<file path="src/rtl/ple_pkg.sv">
package ple_pkg;

   localparam logic [3:0] REQ_INS_FIRST = 4'd0;
   localparam logic [3:0] REQ_INS_LAST  = 4'd1;
   localparam logic [3:0] REQ_INS_AT    = 4'd2;
   localparam logic [3:0] REQ_DEL_FIRST = 4'd3;
   localparam logic [3:0] REQ_DEL_LAST  = 4'd4;
   localparam logic [3:0] REQ_DEL_AT    = 4'd5;
   localparam logic [3:0] REQ_UPD_FIRST = 4'd6;
   localparam logic [3:0] REQ_UPD_LAST  = 4'd7;
   localparam logic [3:0] REQ_UPD_AT    = 4'd8;
   localparam logic [3:0] REQ_ASC       = 4'd9;
   localparam logic [3:0] REQ_DESC      = 4'd10;
   localparam logic [3:0] REQ_SEARCH    = 4'd11;
   localparam logic [3:0] REQ_DISPLAY   = 4'd12;

   typedef enum logic [2:0] {
      ST_OK       = 3'd0,
      ST_EMPTY    = 3'd1,
      ST_RANGE    = 3'd2,
      ST_FULL     = 3'd3,
      ST_NOTFOUND = 3'd4
   } status_type;

   typedef enum logic [1:0] {
      VS_ZERO,
      VS_REQ,
      VS_A,
      VS_RD
   } vsel_type;

   typedef enum logic [1:0] {
      PS_ZERO,
      PS_IDX,
      PS_MPOS,
      PS_I
   } psel_type;

   typedef enum logic [4:0] {
      OP_NONE,
      OP_LOAD,
      OP_INS_START,
      OP_INS_RD,
      OP_INS_WR,
      OP_INS_FIN,
      OP_DEL_START,
      OP_DEL_SAVE,
      OP_DEL_RD,
      OP_DEL_WR,
      OP_DEL_FIN,
      OP_UPD,
      OP_SORT_INIT,
      OP_SORT_RA,
      OP_SORT_LA,
      OP_SORT_RB,
      OP_SORT_CMP,
      OP_SORT_WI,
      OP_SCAN_INIT,
      OP_SCAN_RD,
      OP_SRCH_CHK,
      OP_DISP_NEXT
   } op_type;

   typedef enum logic [4:0] {
      S_IDLE,
      S_DECODE,
      S_INS_CHK,
      S_INS_WR,
      S_DEL_SAVE,
      S_DEL_CHK,
      S_DEL_WR,
      S_EMIT_IDX,
      S_SORT_OUT,
      S_SORT_LA,
      S_SORT_IN,
      S_SORT_CMP,
      S_EMIT_OK,
      S_SRCH_RD,
      S_SRCH_CHK,
      S_SRCH_END,
      S_DISP_RD,
      S_DISP_EMIT
   } state_type;

   typedef struct packed {
      op_type     op;
      logic       emit;
      status_type st;
      vsel_type   vsel;
      psel_type   psel;
      logic       last;
   } cmd_type;

   typedef struct packed {
      logic [3:0] req_type;
      logic       full;
      logic       empty;
      logic       ins_pos_ok;
      logic       pos_ok;
      logic       ins_more;
      logic       del_more;
      logic       i_lt;
      logic       j_lt;
      logic       match;
      logic       pend;
      logic       disp_last;
      logic       out_free;
   } flags_type;

endpackage

</file>
<file path="src/rtl/ple_dp.sv">
module ple_dp #(
   parameter int CAPACITY = 16
) (
   input  logic                clock,
   input  logic                reset,
   input  ple_pkg::cmd_type    cmd,
   output ple_pkg::flags_type  flags,
   input  logic [3:0]          req_type,
   input  logic [4:0]          req_position,
   input  logic signed [31:0]  req_element_value,
   output logic                rsp_valid,
   input  logic                rsp_stall,
   output logic [2:0]          rsp_status,
   output logic signed [31:0]  rsp_out_value,
   output logic [4:0]          rsp_out_position,
   output logic [4:0]          rsp_element_count,
   output logic                rsp_last_result
);

   localparam int CW = $clog2(CAPACITY + 1);
   localparam int IW = $clog2(CAPACITY);
   localparam int EW = ((CW > 5) ? CW : 5) + 1;

   logic [31:0]   mem [CAPACITY];
   logic          we;
   logic [CW-1:0] wa;
   logic [31:0]   wd;
   logic          re;
   logic [CW-1:0] ra;

   logic [3:0]    type_ff;
   logic [4:0]    pos_ff;
   logic [31:0]   val_ff;
   logic [CW-1:0] count_ff, count_in;
   logic [CW-1:0] idx_ff, idx_in;
   logic [CW-1:0] i_ff, i_in;
   logic [CW-1:0] j_ff, j_in;
   logic [CW-1:0] mpos_ff, mpos_in;
   logic          pend_ff, pend_in;
   logic [31:0]   a_ff, a_in;
   logic [31:0]   rd_ff;

   logic          rsp_valid_ff;
   logic [2:0]    rsp_status_ff;
   logic [31:0]   rsp_value_ff;
   logic [4:0]    rsp_pos_ff;
   logic [4:0]    rsp_count_ff;
   logic          rsp_last_ff;

   logic [EW-1:0] pos_e, cnt_e, i_e, idx_e, mpos_e, cnt_x;
   logic [EW-1:0] tgt_e;
   logic [CW-1:0] tgt;
   logic          swap;
   logic [31:0]   emit_val;
   logic [EW-1:0] emit_pos;

   assign pos_e  = EW'(pos_ff);
   assign cnt_e  = EW'(count_ff);
   assign i_e    = EW'(i_ff);
   assign idx_e  = EW'(idx_ff);
   assign mpos_e = EW'(mpos_ff);
   assign cnt_x  = EW'(count_ff);

   always_comb begin
      case (type_ff)
         ple_pkg::REQ_INS_FIRST, ple_pkg::REQ_DEL_FIRST, ple_pkg::REQ_UPD_FIRST:
            tgt_e = '0;
         ple_pkg::REQ_INS_LAST: tgt_e = cnt_e;
         ple_pkg::REQ_DEL_LAST, ple_pkg::REQ_UPD_LAST: tgt_e = cnt_e - EW'(1);
         default: tgt_e = pos_e - EW'(1);
      endcase
   end
   assign tgt = tgt_e[CW-1:0];

   assign swap = (type_ff == ple_pkg::REQ_DESC) ? ($signed(a_ff) < $signed(rd_ff))
                                                : ($signed(a_ff) > $signed(rd_ff));

   always_comb begin
      flags.req_type   = type_ff;
      flags.full       = (count_ff == CW'(CAPACITY));
      flags.empty      = (count_ff == '0);
      flags.ins_pos_ok = (pos_e != '0) && (pos_e <= cnt_e + EW'(1));
      flags.pos_ok     = (pos_e != '0) && (pos_e <= cnt_e);
      flags.ins_more   = (i_ff > idx_ff);
      flags.del_more   = (i_e + EW'(1) < cnt_e);
      flags.i_lt       = (i_ff < count_ff);
      flags.j_lt       = (j_ff < count_ff);
      flags.match      = (rd_ff == val_ff);
      flags.pend       = pend_ff;
      flags.disp_last  = (i_e + EW'(1) == cnt_e);
      flags.out_free   = !rsp_valid_ff || !rsp_stall;
   end

   always_comb begin
      count_in = count_ff;
      idx_in   = idx_ff;
      i_in     = i_ff;
      j_in     = j_ff;
      mpos_in  = mpos_ff;
      pend_in  = pend_ff;
      a_in     = a_ff;
      we       = 1'b0;
      wa       = i_ff;
      wd       = rd_ff;
      re       = 1'b0;
      ra       = i_ff;
      case (cmd.op)
         ple_pkg::OP_INS_START: begin
            idx_in = tgt;
            i_in   = count_ff;
            a_in   = val_ff;
         end
         ple_pkg::OP_INS_RD: begin
            re = 1'b1;
            ra = i_ff - CW'(1);
         end
         ple_pkg::OP_INS_WR: begin
            we   = 1'b1;
            i_in = i_ff - CW'(1);
         end
         ple_pkg::OP_INS_FIN: begin
            we       = 1'b1;
            wa       = idx_ff;
            wd       = val_ff;
            count_in = count_ff + CW'(1);
         end
         ple_pkg::OP_DEL_START: begin
            idx_in = tgt;
            i_in   = tgt;
            re     = 1'b1;
            ra     = tgt;
         end
         ple_pkg::OP_DEL_SAVE: a_in = rd_ff;
         ple_pkg::OP_DEL_RD: begin
            re = 1'b1;
            ra = i_ff + CW'(1);
         end
         ple_pkg::OP_DEL_WR: begin
            we   = 1'b1;
            i_in = i_ff + CW'(1);
         end
         ple_pkg::OP_DEL_FIN: count_in = count_ff - CW'(1);
         ple_pkg::OP_UPD: begin
            idx_in = tgt;
            a_in   = val_ff;
            we     = 1'b1;
            wa     = tgt;
            wd     = val_ff;
         end
         ple_pkg::OP_SORT_INIT: i_in = '0;
         ple_pkg::OP_SORT_RA: begin
            re   = 1'b1;
            j_in = i_ff + CW'(1);
         end
         ple_pkg::OP_SORT_LA: a_in = rd_ff;
         ple_pkg::OP_SORT_RB: begin
            re = 1'b1;
            ra = j_ff;
         end
         ple_pkg::OP_SORT_CMP: begin
            if (swap) begin
               we   = 1'b1;
               wa   = j_ff;
               wd   = a_ff;
               a_in = rd_ff;
            end
            j_in = j_ff + CW'(1);
         end
         ple_pkg::OP_SORT_WI: begin
            we   = 1'b1;
            wd   = a_ff;
            i_in = i_ff + CW'(1);
         end
         ple_pkg::OP_SCAN_INIT: begin
            i_in    = '0;
            pend_in = 1'b0;
         end
         ple_pkg::OP_SCAN_RD: re = 1'b1;
         ple_pkg::OP_SRCH_CHK: begin
            if (rd_ff == val_ff) begin
               mpos_in = i_ff;
               pend_in = 1'b1;
            end
            i_in = i_ff + CW'(1);
         end
         ple_pkg::OP_DISP_NEXT: i_in = i_ff + CW'(1);
         default: ;
      endcase
   end

   always_comb begin
      case (cmd.vsel)
         ple_pkg::VS_REQ: emit_val = val_ff;
         ple_pkg::VS_A:   emit_val = a_ff;
         ple_pkg::VS_RD:  emit_val = rd_ff;
         default:         emit_val = '0;
      endcase
      case (cmd.psel)
         ple_pkg::PS_IDX:  emit_pos = idx_e + EW'(1);
         ple_pkg::PS_MPOS: emit_pos = mpos_e + EW'(1);
         ple_pkg::PS_I:    emit_pos = i_e + EW'(1);
         default:          emit_pos = '0;
      endcase
   end

   always_ff @(posedge clock) begin
      if (we) begin
         mem[wa[IW-1:0]] <= wd;
      end
      if (re) begin
         rd_ff <= mem[ra[IW-1:0]];
      end
   end

   always_ff @(posedge clock) begin
      if (cmd.op == ple_pkg::OP_LOAD) begin
         type_ff <= req_type;
         pos_ff  <= req_position;
         val_ff  <= req_element_value;
      end
      idx_ff  <= idx_in;
      i_ff    <= i_in;
      j_ff    <= j_in;
      mpos_ff <= mpos_in;
      a_ff    <= a_in;
      if (cmd.emit) begin
         rsp_status_ff <= cmd.st;
         rsp_value_ff  <= emit_val;
         rsp_pos_ff    <= emit_pos[4:0];
         rsp_count_ff  <= cnt_x[4:0];
         rsp_last_ff   <= cmd.last;
      end
   end

   always_ff @(posedge clock) begin
      if (reset) begin
         count_ff     <= '0;
         pend_ff      <= 1'b0;
         rsp_valid_ff <= 1'b0;
      end else begin
         count_ff <= count_in;
         pend_ff  <= pend_in;
         if (cmd.emit) begin
            rsp_valid_ff <= 1'b1;
         end else if (!rsp_stall) begin
            rsp_valid_ff <= 1'b0;
         end
      end
   end

   assign rsp_valid         = rsp_valid_ff;
   assign rsp_status        = rsp_status_ff;
   assign rsp_out_value     = rsp_value_ff;
   assign rsp_out_position  = rsp_pos_ff;
   assign rsp_element_count = rsp_count_ff;
   assign rsp_last_result   = rsp_last_ff;

endmodule

</file>
<file path="src/rtl/ple_ctrl.sv">
module ple_ctrl (
   input  logic                clock,
   input  logic                reset,
   input  logic                req_valid,
   output logic                req_stall,
   input  ple_pkg::flags_type  flags,
   output ple_pkg::cmd_type    cmd
);

   ple_pkg::state_type state_ff, state_in;
   logic is_ins, is_del, is_upd, is_at, is_sort;

   always_comb begin
      is_ins  = (flags.req_type == ple_pkg::REQ_INS_FIRST)
             || (flags.req_type == ple_pkg::REQ_INS_LAST)
             || (flags.req_type == ple_pkg::REQ_INS_AT);
      is_del  = (flags.req_type == ple_pkg::REQ_DEL_FIRST)
             || (flags.req_type == ple_pkg::REQ_DEL_LAST)
             || (flags.req_type == ple_pkg::REQ_DEL_AT);
      is_upd  = (flags.req_type == ple_pkg::REQ_UPD_FIRST)
             || (flags.req_type == ple_pkg::REQ_UPD_LAST)
             || (flags.req_type == ple_pkg::REQ_UPD_AT);
      is_at   = (flags.req_type == ple_pkg::REQ_DEL_AT)
             || (flags.req_type == ple_pkg::REQ_UPD_AT);
      is_sort = (flags.req_type == ple_pkg::REQ_ASC)
             || (flags.req_type == ple_pkg::REQ_DESC);
   end

   always_comb begin
      state_in = state_ff;
      case (state_ff)
         ple_pkg::S_IDLE: if (req_valid) state_in = ple_pkg::S_DECODE;
         ple_pkg::S_DECODE: begin
            if (is_ins) begin
               if (flags.full || (flags.req_type == ple_pkg::REQ_INS_AT && !flags.ins_pos_ok))
               begin
                  if (flags.out_free) state_in = ple_pkg::S_IDLE;
               end else begin
                  state_in = ple_pkg::S_INS_CHK;
               end
            end else if (is_del || is_upd) begin
               if (flags.empty || (is_at && !flags.pos_ok)) begin
                  if (flags.out_free) state_in = ple_pkg::S_IDLE;
               end else if (is_del) begin
                  state_in = ple_pkg::S_DEL_SAVE;
               end else begin
                  state_in = ple_pkg::S_EMIT_IDX;
               end
            end else if (is_sort) begin
               if (flags.empty) begin
                  if (flags.out_free) state_in = ple_pkg::S_IDLE;
               end else begin
                  state_in = ple_pkg::S_SORT_OUT;
               end
            end else if (flags.req_type == ple_pkg::REQ_SEARCH) begin
               state_in = ple_pkg::S_SRCH_RD;
            end else if (flags.req_type == ple_pkg::REQ_DISPLAY) begin
               if (flags.empty) begin
                  if (flags.out_free) state_in = ple_pkg::S_IDLE;
               end else begin
                  state_in = ple_pkg::S_DISP_RD;
               end
            end else if (flags.out_free) begin
               state_in = ple_pkg::S_IDLE;
            end
         end
         ple_pkg::S_INS_CHK:
            state_in = flags.ins_more ? ple_pkg::S_INS_WR : ple_pkg::S_EMIT_IDX;
         ple_pkg::S_INS_WR:   state_in = ple_pkg::S_INS_CHK;
         ple_pkg::S_DEL_SAVE: state_in = ple_pkg::S_DEL_CHK;
         ple_pkg::S_DEL_CHK:
            state_in = flags.del_more ? ple_pkg::S_DEL_WR : ple_pkg::S_EMIT_IDX;
         ple_pkg::S_DEL_WR:   state_in = ple_pkg::S_DEL_CHK;
         ple_pkg::S_EMIT_IDX: if (flags.out_free) state_in = ple_pkg::S_IDLE;
         ple_pkg::S_SORT_OUT:
            state_in = flags.i_lt ? ple_pkg::S_SORT_LA : ple_pkg::S_EMIT_OK;
         ple_pkg::S_SORT_LA:  state_in = ple_pkg::S_SORT_IN;
         ple_pkg::S_SORT_IN:
            state_in = flags.j_lt ? ple_pkg::S_SORT_CMP : ple_pkg::S_SORT_OUT;
         ple_pkg::S_SORT_CMP: state_in = ple_pkg::S_SORT_IN;
         ple_pkg::S_EMIT_OK:  if (flags.out_free) state_in = ple_pkg::S_IDLE;
         ple_pkg::S_SRCH_RD:
            state_in = flags.i_lt ? ple_pkg::S_SRCH_CHK : ple_pkg::S_SRCH_END;
         ple_pkg::S_SRCH_CHK:
            if (!(flags.match && flags.pend && !flags.out_free)) state_in = ple_pkg::S_SRCH_RD;
         ple_pkg::S_SRCH_END: if (flags.out_free) state_in = ple_pkg::S_IDLE;
         ple_pkg::S_DISP_RD:  state_in = ple_pkg::S_DISP_EMIT;
         ple_pkg::S_DISP_EMIT:
            if (flags.out_free) state_in = flags.disp_last ? ple_pkg::S_IDLE : ple_pkg::S_DISP_RD;
         default: state_in = ple_pkg::S_IDLE;
      endcase
   end

   always_comb begin
      cmd.op    = ple_pkg::OP_NONE;
      cmd.emit  = 1'b0;
      cmd.st    = ple_pkg::ST_OK;
      cmd.vsel  = ple_pkg::VS_ZERO;
      cmd.psel  = ple_pkg::PS_ZERO;
      cmd.last  = 1'b1;
      req_stall = (state_ff != ple_pkg::S_IDLE);
      case (state_ff)
         ple_pkg::S_IDLE: if (req_valid) cmd.op = ple_pkg::OP_LOAD;
         ple_pkg::S_DECODE: begin
            if (is_ins) begin
               if (flags.full) begin
                  cmd.emit = flags.out_free;
                  cmd.st   = ple_pkg::ST_FULL;
               end else if (flags.req_type == ple_pkg::REQ_INS_AT && !flags.ins_pos_ok) begin
                  cmd.emit = flags.out_free;
                  cmd.st   = ple_pkg::ST_RANGE;
               end else begin
                  cmd.op = ple_pkg::OP_INS_START;
               end
            end else if (is_del || is_upd) begin
               if (flags.empty) begin
                  cmd.emit = flags.out_free;
                  cmd.st   = ple_pkg::ST_EMPTY;
               end else if (is_at && !flags.pos_ok) begin
                  cmd.emit = flags.out_free;
                  cmd.st   = ple_pkg::ST_RANGE;
               end else if (is_del) begin
                  cmd.op = ple_pkg::OP_DEL_START;
               end else begin
                  cmd.op = ple_pkg::OP_UPD;
               end
            end else if (is_sort) begin
               if (flags.empty) begin
                  cmd.emit = flags.out_free;
                  cmd.st   = ple_pkg::ST_EMPTY;
               end else begin
                  cmd.op = ple_pkg::OP_SORT_INIT;
               end
            end else if (flags.req_type == ple_pkg::REQ_SEARCH) begin
               cmd.op = ple_pkg::OP_SCAN_INIT;
            end else if (flags.req_type == ple_pkg::REQ_DISPLAY) begin
               if (flags.empty) begin
                  cmd.emit = flags.out_free;
                  cmd.st   = ple_pkg::ST_EMPTY;
               end else begin
                  cmd.op = ple_pkg::OP_SCAN_INIT;
               end
            end else begin
               cmd.emit = flags.out_free;
            end
         end
         ple_pkg::S_INS_CHK:
            cmd.op = flags.ins_more ? ple_pkg::OP_INS_RD : ple_pkg::OP_INS_FIN;
         ple_pkg::S_INS_WR:   cmd.op = ple_pkg::OP_INS_WR;
         ple_pkg::S_DEL_SAVE: cmd.op = ple_pkg::OP_DEL_SAVE;
         ple_pkg::S_DEL_CHK:
            cmd.op = flags.del_more ? ple_pkg::OP_DEL_RD : ple_pkg::OP_DEL_FIN;
         ple_pkg::S_DEL_WR:   cmd.op = ple_pkg::OP_DEL_WR;
         ple_pkg::S_EMIT_IDX: begin
            cmd.emit = flags.out_free;
            cmd.vsel = ple_pkg::VS_A;
            cmd.psel = ple_pkg::PS_IDX;
         end
         ple_pkg::S_SORT_OUT: if (flags.i_lt) cmd.op = ple_pkg::OP_SORT_RA;
         ple_pkg::S_SORT_LA:  cmd.op = ple_pkg::OP_SORT_LA;
         ple_pkg::S_SORT_IN:
            cmd.op = flags.j_lt ? ple_pkg::OP_SORT_RB : ple_pkg::OP_SORT_WI;
         ple_pkg::S_SORT_CMP: cmd.op = ple_pkg::OP_SORT_CMP;
         ple_pkg::S_EMIT_OK:  cmd.emit = flags.out_free;
         ple_pkg::S_SRCH_RD:  if (flags.i_lt) cmd.op = ple_pkg::OP_SCAN_RD;
         ple_pkg::S_SRCH_CHK: begin
            if (!(flags.match && flags.pend && !flags.out_free)) begin
               cmd.op   = ple_pkg::OP_SRCH_CHK;
               cmd.emit = flags.match && flags.pend;
               cmd.vsel = ple_pkg::VS_REQ;
               cmd.psel = ple_pkg::PS_MPOS;
               cmd.last = 1'b0;
            end
         end
         ple_pkg::S_SRCH_END: begin
            cmd.emit = flags.out_free;
            cmd.vsel = ple_pkg::VS_REQ;
            if (flags.pend) begin
               cmd.psel = ple_pkg::PS_MPOS;
            end else begin
               cmd.st = ple_pkg::ST_NOTFOUND;
            end
         end
         ple_pkg::S_DISP_RD: cmd.op = ple_pkg::OP_SCAN_RD;
         ple_pkg::S_DISP_EMIT: begin
            if (flags.out_free) begin
               cmd.op   = ple_pkg::OP_DISP_NEXT;
               cmd.emit = 1'b1;
               cmd.vsel = ple_pkg::VS_RD;
               cmd.psel = ple_pkg::PS_I;
               cmd.last = flags.disp_last;
            end
         end
         default: ;
      endcase
   end

   always_ff @(posedge clock) begin
      if (reset) begin
         state_ff <= ple_pkg::S_IDLE;
      end else begin
         state_ff <= state_in;
      end
   end

endmodule

</file>
<file path="src/rtl/positional_list_engine_top.sv">
// A status-only request gives its result word from the decode state; update writes the word, and
// insert and delete first shift the words behind the position before the result is given.
// Search and display read each element in turn; sort compares every pair of elements.
// One request in flight at a time; the next word is taken the cycle after the last result
// is registered. A stalled result holds the engine until the output is free.
// Synchronous reset empties the list (count zero); list RAM contents are not cleared.
module positional_list_engine_top #(
   parameter int CAPACITY = 16
) (
   input  logic               clock,
   input  logic               reset,
   input  logic               req_valid,
   output logic               req_stall,
   input  logic [3:0]         req_type,
   input  logic [4:0]         req_position,
   input  logic signed [31:0] req_element_value,
   output logic               rsp_valid,
   input  logic               rsp_stall,
   output logic [2:0]         rsp_status,
   output logic signed [31:0] rsp_out_value,
   output logic [4:0]         rsp_out_position,
   output logic [4:0]         rsp_element_count,
   output logic               rsp_last_result
);

   ple_pkg::cmd_type   cmd;
   ple_pkg::flags_type flags;

   ple_ctrl u_ctrl (
      .clock     (clock),
      .reset     (reset),
      .req_valid (req_valid),
      .req_stall (req_stall),
      .flags     (flags),
      .cmd       (cmd)
   );

   ple_dp #(.CAPACITY(CAPACITY)) u_dp (
      .clock             (clock),
      .reset             (reset),
      .cmd               (cmd),
      .flags             (flags),
      .req_type          (req_type),
      .req_position      (req_position),
      .req_element_value (req_element_value),
      .rsp_valid         (rsp_valid),
      .rsp_stall         (rsp_stall),
      .rsp_status        (rsp_status),
      .rsp_out_value     (rsp_out_value),
      .rsp_out_position  (rsp_out_position),
      .rsp_element_count (rsp_element_count),
      .rsp_last_result   (rsp_last_result)
   );

endmodule
</file>
<file path="config.mk">
export PLATFORM = sky130hd
export DESIGN_NAME = positional_list_engine_top
export DESIGN_NICKNAME = d
export VERILOG_FILES = /design/src/rtl/ple_pkg.sv /design/src/rtl/ple_dp.sv /design/src/rtl/ple_ctrl.sv /design/src/rtl/positional_list_engine_top.sv
export SDC_FILE = /design/constraint.sdc
export NUM_CORES = 1
export LEC_CHECK = 0
export ABC_CLOCK_PERIOD_IN_PS = 5700
export BUFFER_PORTS_ARGS = -buffer_cell sky130_fd_sc_hd__buf_2
export CORE_AREA = 5 5 246 248
export DETAILED_ROUTE_END_ITERATION = 6
export DIE_AREA = 0 0 251 253
export HOLD_SLACK_MARGIN = 0.06
export PLACE_DENSITY = 0.76
export REMOVE_ABC_BUFFERS = 1
export SLEW_MARGIN = 10
export SYNTH_ARGS = -nofsm -noshare
export SYNTH_HDL_FRONTEND = slang
export SYNTH_HIERARCHICAL = 1
export SYNTH_SLANG_ARGS = --single-unit
</file>
<file path="constraint.sdc">
create_clock -name clock -period 5.7 [get_ports clock]
set_input_delay 0.285 -clock clock [delete_from_list [all_inputs] [get_ports clock]]
set_output_delay 0.285 -clock clock [all_outputs]
set_load 0.01 [all_outputs]
</file>
==> metrics.yaml, run 1 <==
layout:
  nets: 2639
  drive_gt1_frac: 0.188
  areaGrowthSynthToFinish_pct: 18.3
  antennaDiodeCount: 0
  final_area_mm2: 0.0386
  finish.utilization: 0.662
synthesis:
  synth_compound_area_frac: 0.0716
  ys_warn_count: 6
  synth_top_family_by_area: "multiplexers"
  ys.flop_type: "edfxtp_1"
  synth_xor_area_frac: 0.0161
  synthArstFlopShare: 0
  synth-seq-area-share: 0.636
  synthesis.area_mm2: 0.0326
  synth_adder_area_share: 0.0286
  ys_seq_elements: 695
  syn_inst: 2245
  avgSynthCellArea_um2: 14.5
  synth-edff-count: 683
  synthSimpleGateAreaFrac: 0.0529
  synthDistinctLibCells: 85
  synthMuxAreaShare: 0.163
timing:
  worst_pin_slew_ps: 1180
  fin_crit_sh: 0.970
  setup-violations-final: 0
  skew_ps: 39.8
  setup_ws_ps: 172
  hold_violations: 0
  maxSlewHeadroom: 0.214
  setup_tns_ps: 0
  finalCriticalPeriod_ps: 5530
  drv_slew: 0
  clock.fmax_mhz: 181
die:
  num_io_pins: 93
  die_area_mm2: 0.0635
  die_h_um: 253
  die_x_um: 251
  initial_core_util: 0.560
  rows: 89
  core-area_mm2: 0.0582
routing:
  dr_total_vias: 21200
  routed_wl_um: 89600
  antenna_left: 0
  drcViolationCount: 0
  drt_iter0_drc: 2637
  wire_per_inst_um: 26.7
  via_per_inst: 6.33
  drtPass1Iterations: 7
place:
  place_ws_ps: -16.9
  place_hpwl_um: 58600
  gp_congestion: 0.926
  placed_cell_area_mm2: 0.0353
  io_buffers: 92
worst_hold_path:
  hold_class: "input port to flip-flop"
  holdPathStages: 4
setup_path:
  cpPeakStageDelay_ps: 870
  endpoint_kind: "flip-flop"
  worstPathMaxFanout: 16
  startpoint: "u_dp/i_ff[0]$_DFFE_PP_"
  r2r-end: "u_dp/mem[4][19]$_DFFE_PP_"
  crit_chain: "ha_4 -> nand3_1 -> xnor2_1 -> ha_1 -> nand3_1 -> o22ai_1 -> nor3_1 -> a211oi_1 -> a21oi_1 -> o32ai_1 -> or3_1 -> nand2b_1 -> or3_1 -> nand2b_1 -> buf_4 -> o22ai_2 -> a222oi_1 -> inv_1"
  start_kind: "flip-flop"
  critical_path_class: "flip-flop to flip-flop"
  crit_path_end: "u_dp/mem[4][19]$_DFFE_PP_"
  worstReg2RegStart: "u_dp/i_ff[0]$_DFFE_PP_"
  reg2reg_depth: 18
  timing.reg2reg.setup_slack_ps: 170
  cp.arrival_ps: 5860
  crit_slowest_cell: "o22ai_2"
  critPathRequiredTime_ps: 6030
run_status:
  status: "finished clean"
clock_network:
  clock-sinks: 695
  htree_levels: 3
  clock_path_buffers: 3
  cts_tree: "yes"
  root_buffer: "clkbuf_16"
  cts.clk_slew.worst_paths_ps: 60
  clock_latency_ps: 630
  numCtsBuffers: 73
global_routing:
  grt_pass1_vias: 21000
  grt_util_all_layers: 0.275
  grt_first_pass_wirelength_um: 132000
  grt_max_degree: 46
  grt-ovfl-total: 0
  antenna_found_initial: 2
run:
  maxCapViolCount: 0
==> sequential cells by signal, indices dropped and copies added (netlist names), 32 cells and up <==
signal and cells:
u_dp/rsp_out_value 32, u_dp/a_ff 32, u_dp/mem 512, u_dp/val_ff 32
u_dp/rd_ff 32
==> through the flow <==
stage	hold WS [ps]	cells
2_1_floorplan	357	2121
3_3_place_gp	461	3159
3_5_place_dp	463	3159
4_1_cts	244	3337
5_1_grt	337	3353
6_report	274	3353
==> per-layer routing <==
layer  vias to the layer above  GRT usage  wire length (um)
met4                         2     0.0912              2850
met1                     10600      0.386             36000
met5                         -          0                31
met2                      1164      0.440             41900
met3                       171     0.0495              8770
li1                       9254          -                 -
==> kinds of logic (layout without fill, tap and decap cells) <==
logic type | Yosys count | count (layout)
buf+inv | 226 | 560
simple gates | 343 | 343
flops | 695 | 695
fa+ha+maj | 75 | 75
mux | 525 | 525
xor+xnor | 60 | 60
compound gates | 321 | 322
==> synth_stat cells, drive strengths merged, types with 21 or more instances <==
master / number / share of area
mux2i: 490 / 0.15
nor3: 21 / 0.0032
o21ai: 71 / 0.011
clkbuf: 39 / 0.0045
mux2: 35 / 0.012
nand3: 30 / 0.0046
xor2: 43 / 0.012
nand2: 84 / 0.0097
edfxtp: 683 / 0.63
nor2: 92 / 0.011
a21oi: 61 / 0.0094
ha: 73 / 0.028
inv: 102 / 0.012
nand2b: 22 / 0.0042
a22o: 36 / 0.0097
nor2b: 23 / 0.0044
buf: 85 / 0.015
a222oi: 36 / 0.011
==> layout make-up <==
cell class | instances | area (um^2)
clock buffers | 86 | 1900
clock inverters | 48 | 616
fillers | 4017 | 19700
inverters | 102 | 383
multi-input cells | 1325 | 11100
flip-flops and latches | 695 | 20700
well taps | 773 | 967
repair buffers | 324 | 2810
==> worst min-delay path by stage <==
stage / end / slack [ps] / startpoint
finish: u_ctrl/state_ff[4]$_SDFFE_PP0P_ / 270 / req_valid
detailed placement: u_dp/val_ff[12]$_DFFE_PN_ / 460 / req_element_value[12]
floorplan: u_dp/pend_ff$_SDFFE_PP0P_ / 360 / reset
global route: u_ctrl/state_ff[4]$_SDFFE_PP0P_ / 340 / req_valid
CTS: u_ctrl/state_ff[4]$_SDFFE_PP0P_ / 240 / req_valid
global placement: u_dp/val_ff[19]$_DFFE_PN_ / 460 / req_element_value[19]
==> cells in the final DEF, fill, tap and decap left out, types with 10 or more instances in the layout <==
cell / instances
a21oi_1: 61
a222oi_1: 36
a22o_1: 36
a22oi_1: 14
a31oi_1: 10
buf_12: 33
buf_2: 92
buf_4: 149
bufinv_16: 11
clkbuf_1: 12
clkbuf_16: 76
clkinv_1: 16
dfxtp_1: 12
dlygate4sd3_1: 44
edfxtp_1: 683
ha_1: 72
inv_1: 100
mux2_2: 34
mux2i_1: 488
nand2_1: 81
nand2b_1: 21
nand3_1: 27
nand4_1: 15
nor2_1: 74
nor2_4: 17
nor2b_1: 21
nor3_1: 19
nor4_1: 14
o21ai_0: 66
xnor2_1: 17
xor2_1: 42
==> worst max-delay path: cells and delay by family, from the launching register on <==
| family | cells | cell delay (ps) |
|---|---|---|
| compound gates | 6 | 1650 |
| buf+inv | 2 | 680 |
| flops | 1 | 530 |
| xor+xnor | 1 | 220 |
| simple gates | 7 | 1630 |
| fa+ha+maj | 2 | 510 |
==> repair_timing <==
| item | in CTS | in global routing |
|---|---|---|
| setup buffers | 0 | 13 |
| pin swaps | 1 | 3 |
| gates resized for setup | 1 | 23 |
| setup endpoints to repair | 202 | 920 |
| hold buffers | 44 | 0 |
| hold endpoints to repair | 44 | 0 |
| gates cloned | 0 | 3 |
Power of run 1 is not shown: default switching activity piles up to over one toggle a cycle in this logic, so the estimate is an artifact.
==> run 2: changes to the inputs <==
--- a/config.mk
+++ b/config.mk
@@ -7,9 +7,10 @@
 export LEC_CHECK = 0
 export ABC_CLOCK_PERIOD_IN_PS = 5700
 export BUFFER_PORTS_ARGS = -buffer_cell sky130_fd_sc_hd__buf_2
-export CORE_AREA = 5 5 246 248
+export CORE_AREA = 10 10 225 281
 export DETAILED_ROUTE_END_ITERATION = 6
-export DIE_AREA = 0 0 251 253
+export DIE_AREA = 0 0 235 291
+export GPL_ROUTABILITY_DRIVEN = 0
 export HOLD_SLACK_MARGIN = 0.06
 export PLACE_DENSITY = 0.76
 export REMOVE_ABC_BUFFERS = 1
==> run 2 against run 1 <==
Compared with the run above: the run now ends with design-rule violations left; worst setup slack improved by 64 ps; final cell count down 2.6%; routed wire length decreased by 4.0%; core utilization fell by 0.81 points; first-iteration DRC count is 8.8% lower; final area down 1.9%; maximum frequency rose by 1.2%; die area is 7.7% higher.
==> metrics.yaml, run 2 (synthesis results as in run 1) <==
global_routing:
  grt_max_degree: 66  # was 46
  grt_first_pass_wirelength_um: 128000  # was 132000 um
  antenna_found_initial: 0  # was 2
  grt_util_all_layers: 0.243  # was 0.275
  grt_pass1_vias: 20400  # was 21000
  grt-ovfl-total: 0  # unchanged
power:
  p_leak_nw: 14.3
  power.density_mw_per_mm2: 699
  power_mw: 26.5
  ir_worst_vdd_mv: 0.450
setup_path:
  endpoint_kind: "flip-flop"  # unchanged
  cp.arrival_ps: 5790  # was 5860 ps
  critPathRequiredTime_ps: 6020  # was 6030 ps
  start_kind: "flip-flop"  # unchanged
  timing.reg2reg.setup_slack_ps: 240  # was 170 ps
  worstPathMaxFanout: 32  # was 16
  critical_path_class: "flip-flop to flip-flop"  # unchanged
layout:
  largest_reg_flops: 512  # unchanged
  antennaDiodeCount: 0  # unchanged
  finish.utilization: 0.654  # was 0.662
  final_area_mm2: 0.0378  # was 0.0386 mm^2
  nets: 2577  # was 2639
  areaGrowthSynthToFinish_pct: 16.1  # was 18.3%
  layout_common_cells: "edfxtp_1, mux2i_1, inv_1"  # was edfxtp_1, mux2i_1, buf_4
  drive_gt1_frac: 0.166  # was 0.188
  layout_commonest_cell: "edfxtp_1"  # unchanged
timing:
  setup-violations-final: 0  # unchanged
  drv_slew: 0  # unchanged
  worst_pin_slew_ps: 1170  # was 1180 ps
  finalCriticalPeriod_ps: 5460  # was 5530 ps
  clock.fmax_mhz: 183  # was 181 MHz
  hold_violations: 0  # unchanged
  maxSlewHeadroom: 0.222  # was 0.214
  rsz0062_at_grt: "true"
  fin_crit_sh: 0.959  # was 0.970
  skew_ps: 35.4  # was 39.8 ps
clock_network:
  cts_tree: "yes"  # unchanged
  numCtsBuffers: 70  # was 73
  clock-sinks: 695  # unchanged
  root_buffer: "clkbuf_16"  # unchanged
  clock_path_buffers: 3  # unchanged
  clock_latency_ps: 620  # was 630 ps
  htree_levels: 3  # unchanged
  cts.clk_slew.worst_paths_ps: 60  # about the same
run:
  maxCapViolCount: 0  # unchanged
run_status:
  violations: "design-rule violations"
  status: "complete, but fails checks"  # was finished clean
die:
  rows: 99  # was 89
  die_area_mm2: 0.0684  # was 0.0635 mm^2
  die_x_um: 235  # was 251 um
  core-area_mm2: 0.0578  # was 0.0582 mm^2
  initial_core_util: 0.564  # was 0.560
  die_h_um: 291  # was 253 um
  num_io_pins: 93  # unchanged
routing:
  drcViolationCount: 5  # was 0
  routed_wl_um: 86000  # was 89600 um
  wire_per_inst_um: 26.3  # was 26.7 um
  via_per_inst: 6.37  # was 6.33
  drt_iter0_drc: 2404  # was 2637
  antenna_left: 0  # unchanged
  dr_total_vias: 20800  # was 21200
  drtPass1Iterations: 7  # unchanged
place:
  place_hpwl_um: 55000  # was 58600 um
  placed_cell_area_mm2: 0.0349  # was 0.0353 mm^2
  io_buffers: 92  # unchanged
worst_hold_path:
  hold_class: "input port to flip-flop"  # unchanged
## run 2: cell count changes in the layout (fill, tap and decap cells not counted), moves of 3 or more
cell	previous run	this run
buf_4	149	88
clkinv_1	16	8
buf_6	2	7
bufinv_16	11	8
clkinv_2	8	11
## run 2: final cells by class
class	count	area [um^2]
Timing Repair Buffer	266	2360
Sequential cell	695	20700
Clock inverter	36	414
Multi-Input combinational cell	1324	11100
Tap cell	757	947
Clock buffer	87	1880
Fill cell	3946	20000
Inverter	102	383
## run 2: worst max-delay path, stage by stage (launching register included)
cell	delay, ps
edfxtp_1	360
buf_4	220
inv_1	110
ha_1	340
ha_1	310
a21oi_1	170
o22ai_1	90
nor3_1	220
a211oi_1	130
a21oi_1	160
o32ai_1	90
or3_1	380
nand2b_1	190
or3_1	350
nand2b_1	190
buf_4	180
o22ai_4	860
a222oi_1	360
inv_1	450
## run 2: stage by stage
stage,hold WS [ps],std cells,TNS (ps),setup WS (ps)
2_1_floorplan,357,2121,-1752610,-13490
3_3_place_gp,464,3093,0,296
4_1_cts,238,3260,0,66.9
5_1_grt,285,3267,-938,-56.3
3_5_place_dp,464,3093,0,116
6_report,270,3267,0,236
## run 2: worst paths after layout
check                                              startpoint                                  end  cells after the start
worst min-delay path                                req_valid      u_ctrl/state_ff[4]$_SDFFE_PP0P_                      4
worst min register to register  u_dp/count_ff[1]$_SDFFE_PP0P_  u_dp/rsp_element_count[1]$_DFFE_PP_                      1
worst max register to register         u_dp/i_ff[0]$_DFFE_PP_            u_dp/mem[7][30]$_DFFE_PP_                     18
worst max-delay path                   u_dp/i_ff[0]$_DFFE_PP_            u_dp/mem[7][30]$_DFFE_PP_                     18
## run 2: what timing repair did
action	in CTS	in global routing
resized for setup	0	22
setup endpoints to repair	0	861
hold endpoints to repair	46	0
buffers inserted	0	5
hold buffers	44	0
## run 2: layer usage
layer  GRT usage  part of all wire
met3      0.0400             0.085
met4       0.128             0.052
met5           0                 0
met2       0.398              0.48
met1       0.308              0.38
## run 2: where the power goes
| group | total, mW | internal, mW | leakage [nW] | switching, mW |
|---|---|---|---|---|
| Combinational | 13.0 | 5.16 | 6.90 | 7.82 |
| Clock | 4.61 | 2.71 | 1.11 | 1.90 |
| Sequential | 8.86 | 8.03 | 6.31 | 0.831 |
Note: power is estimated with default switching activity, not from simulation.
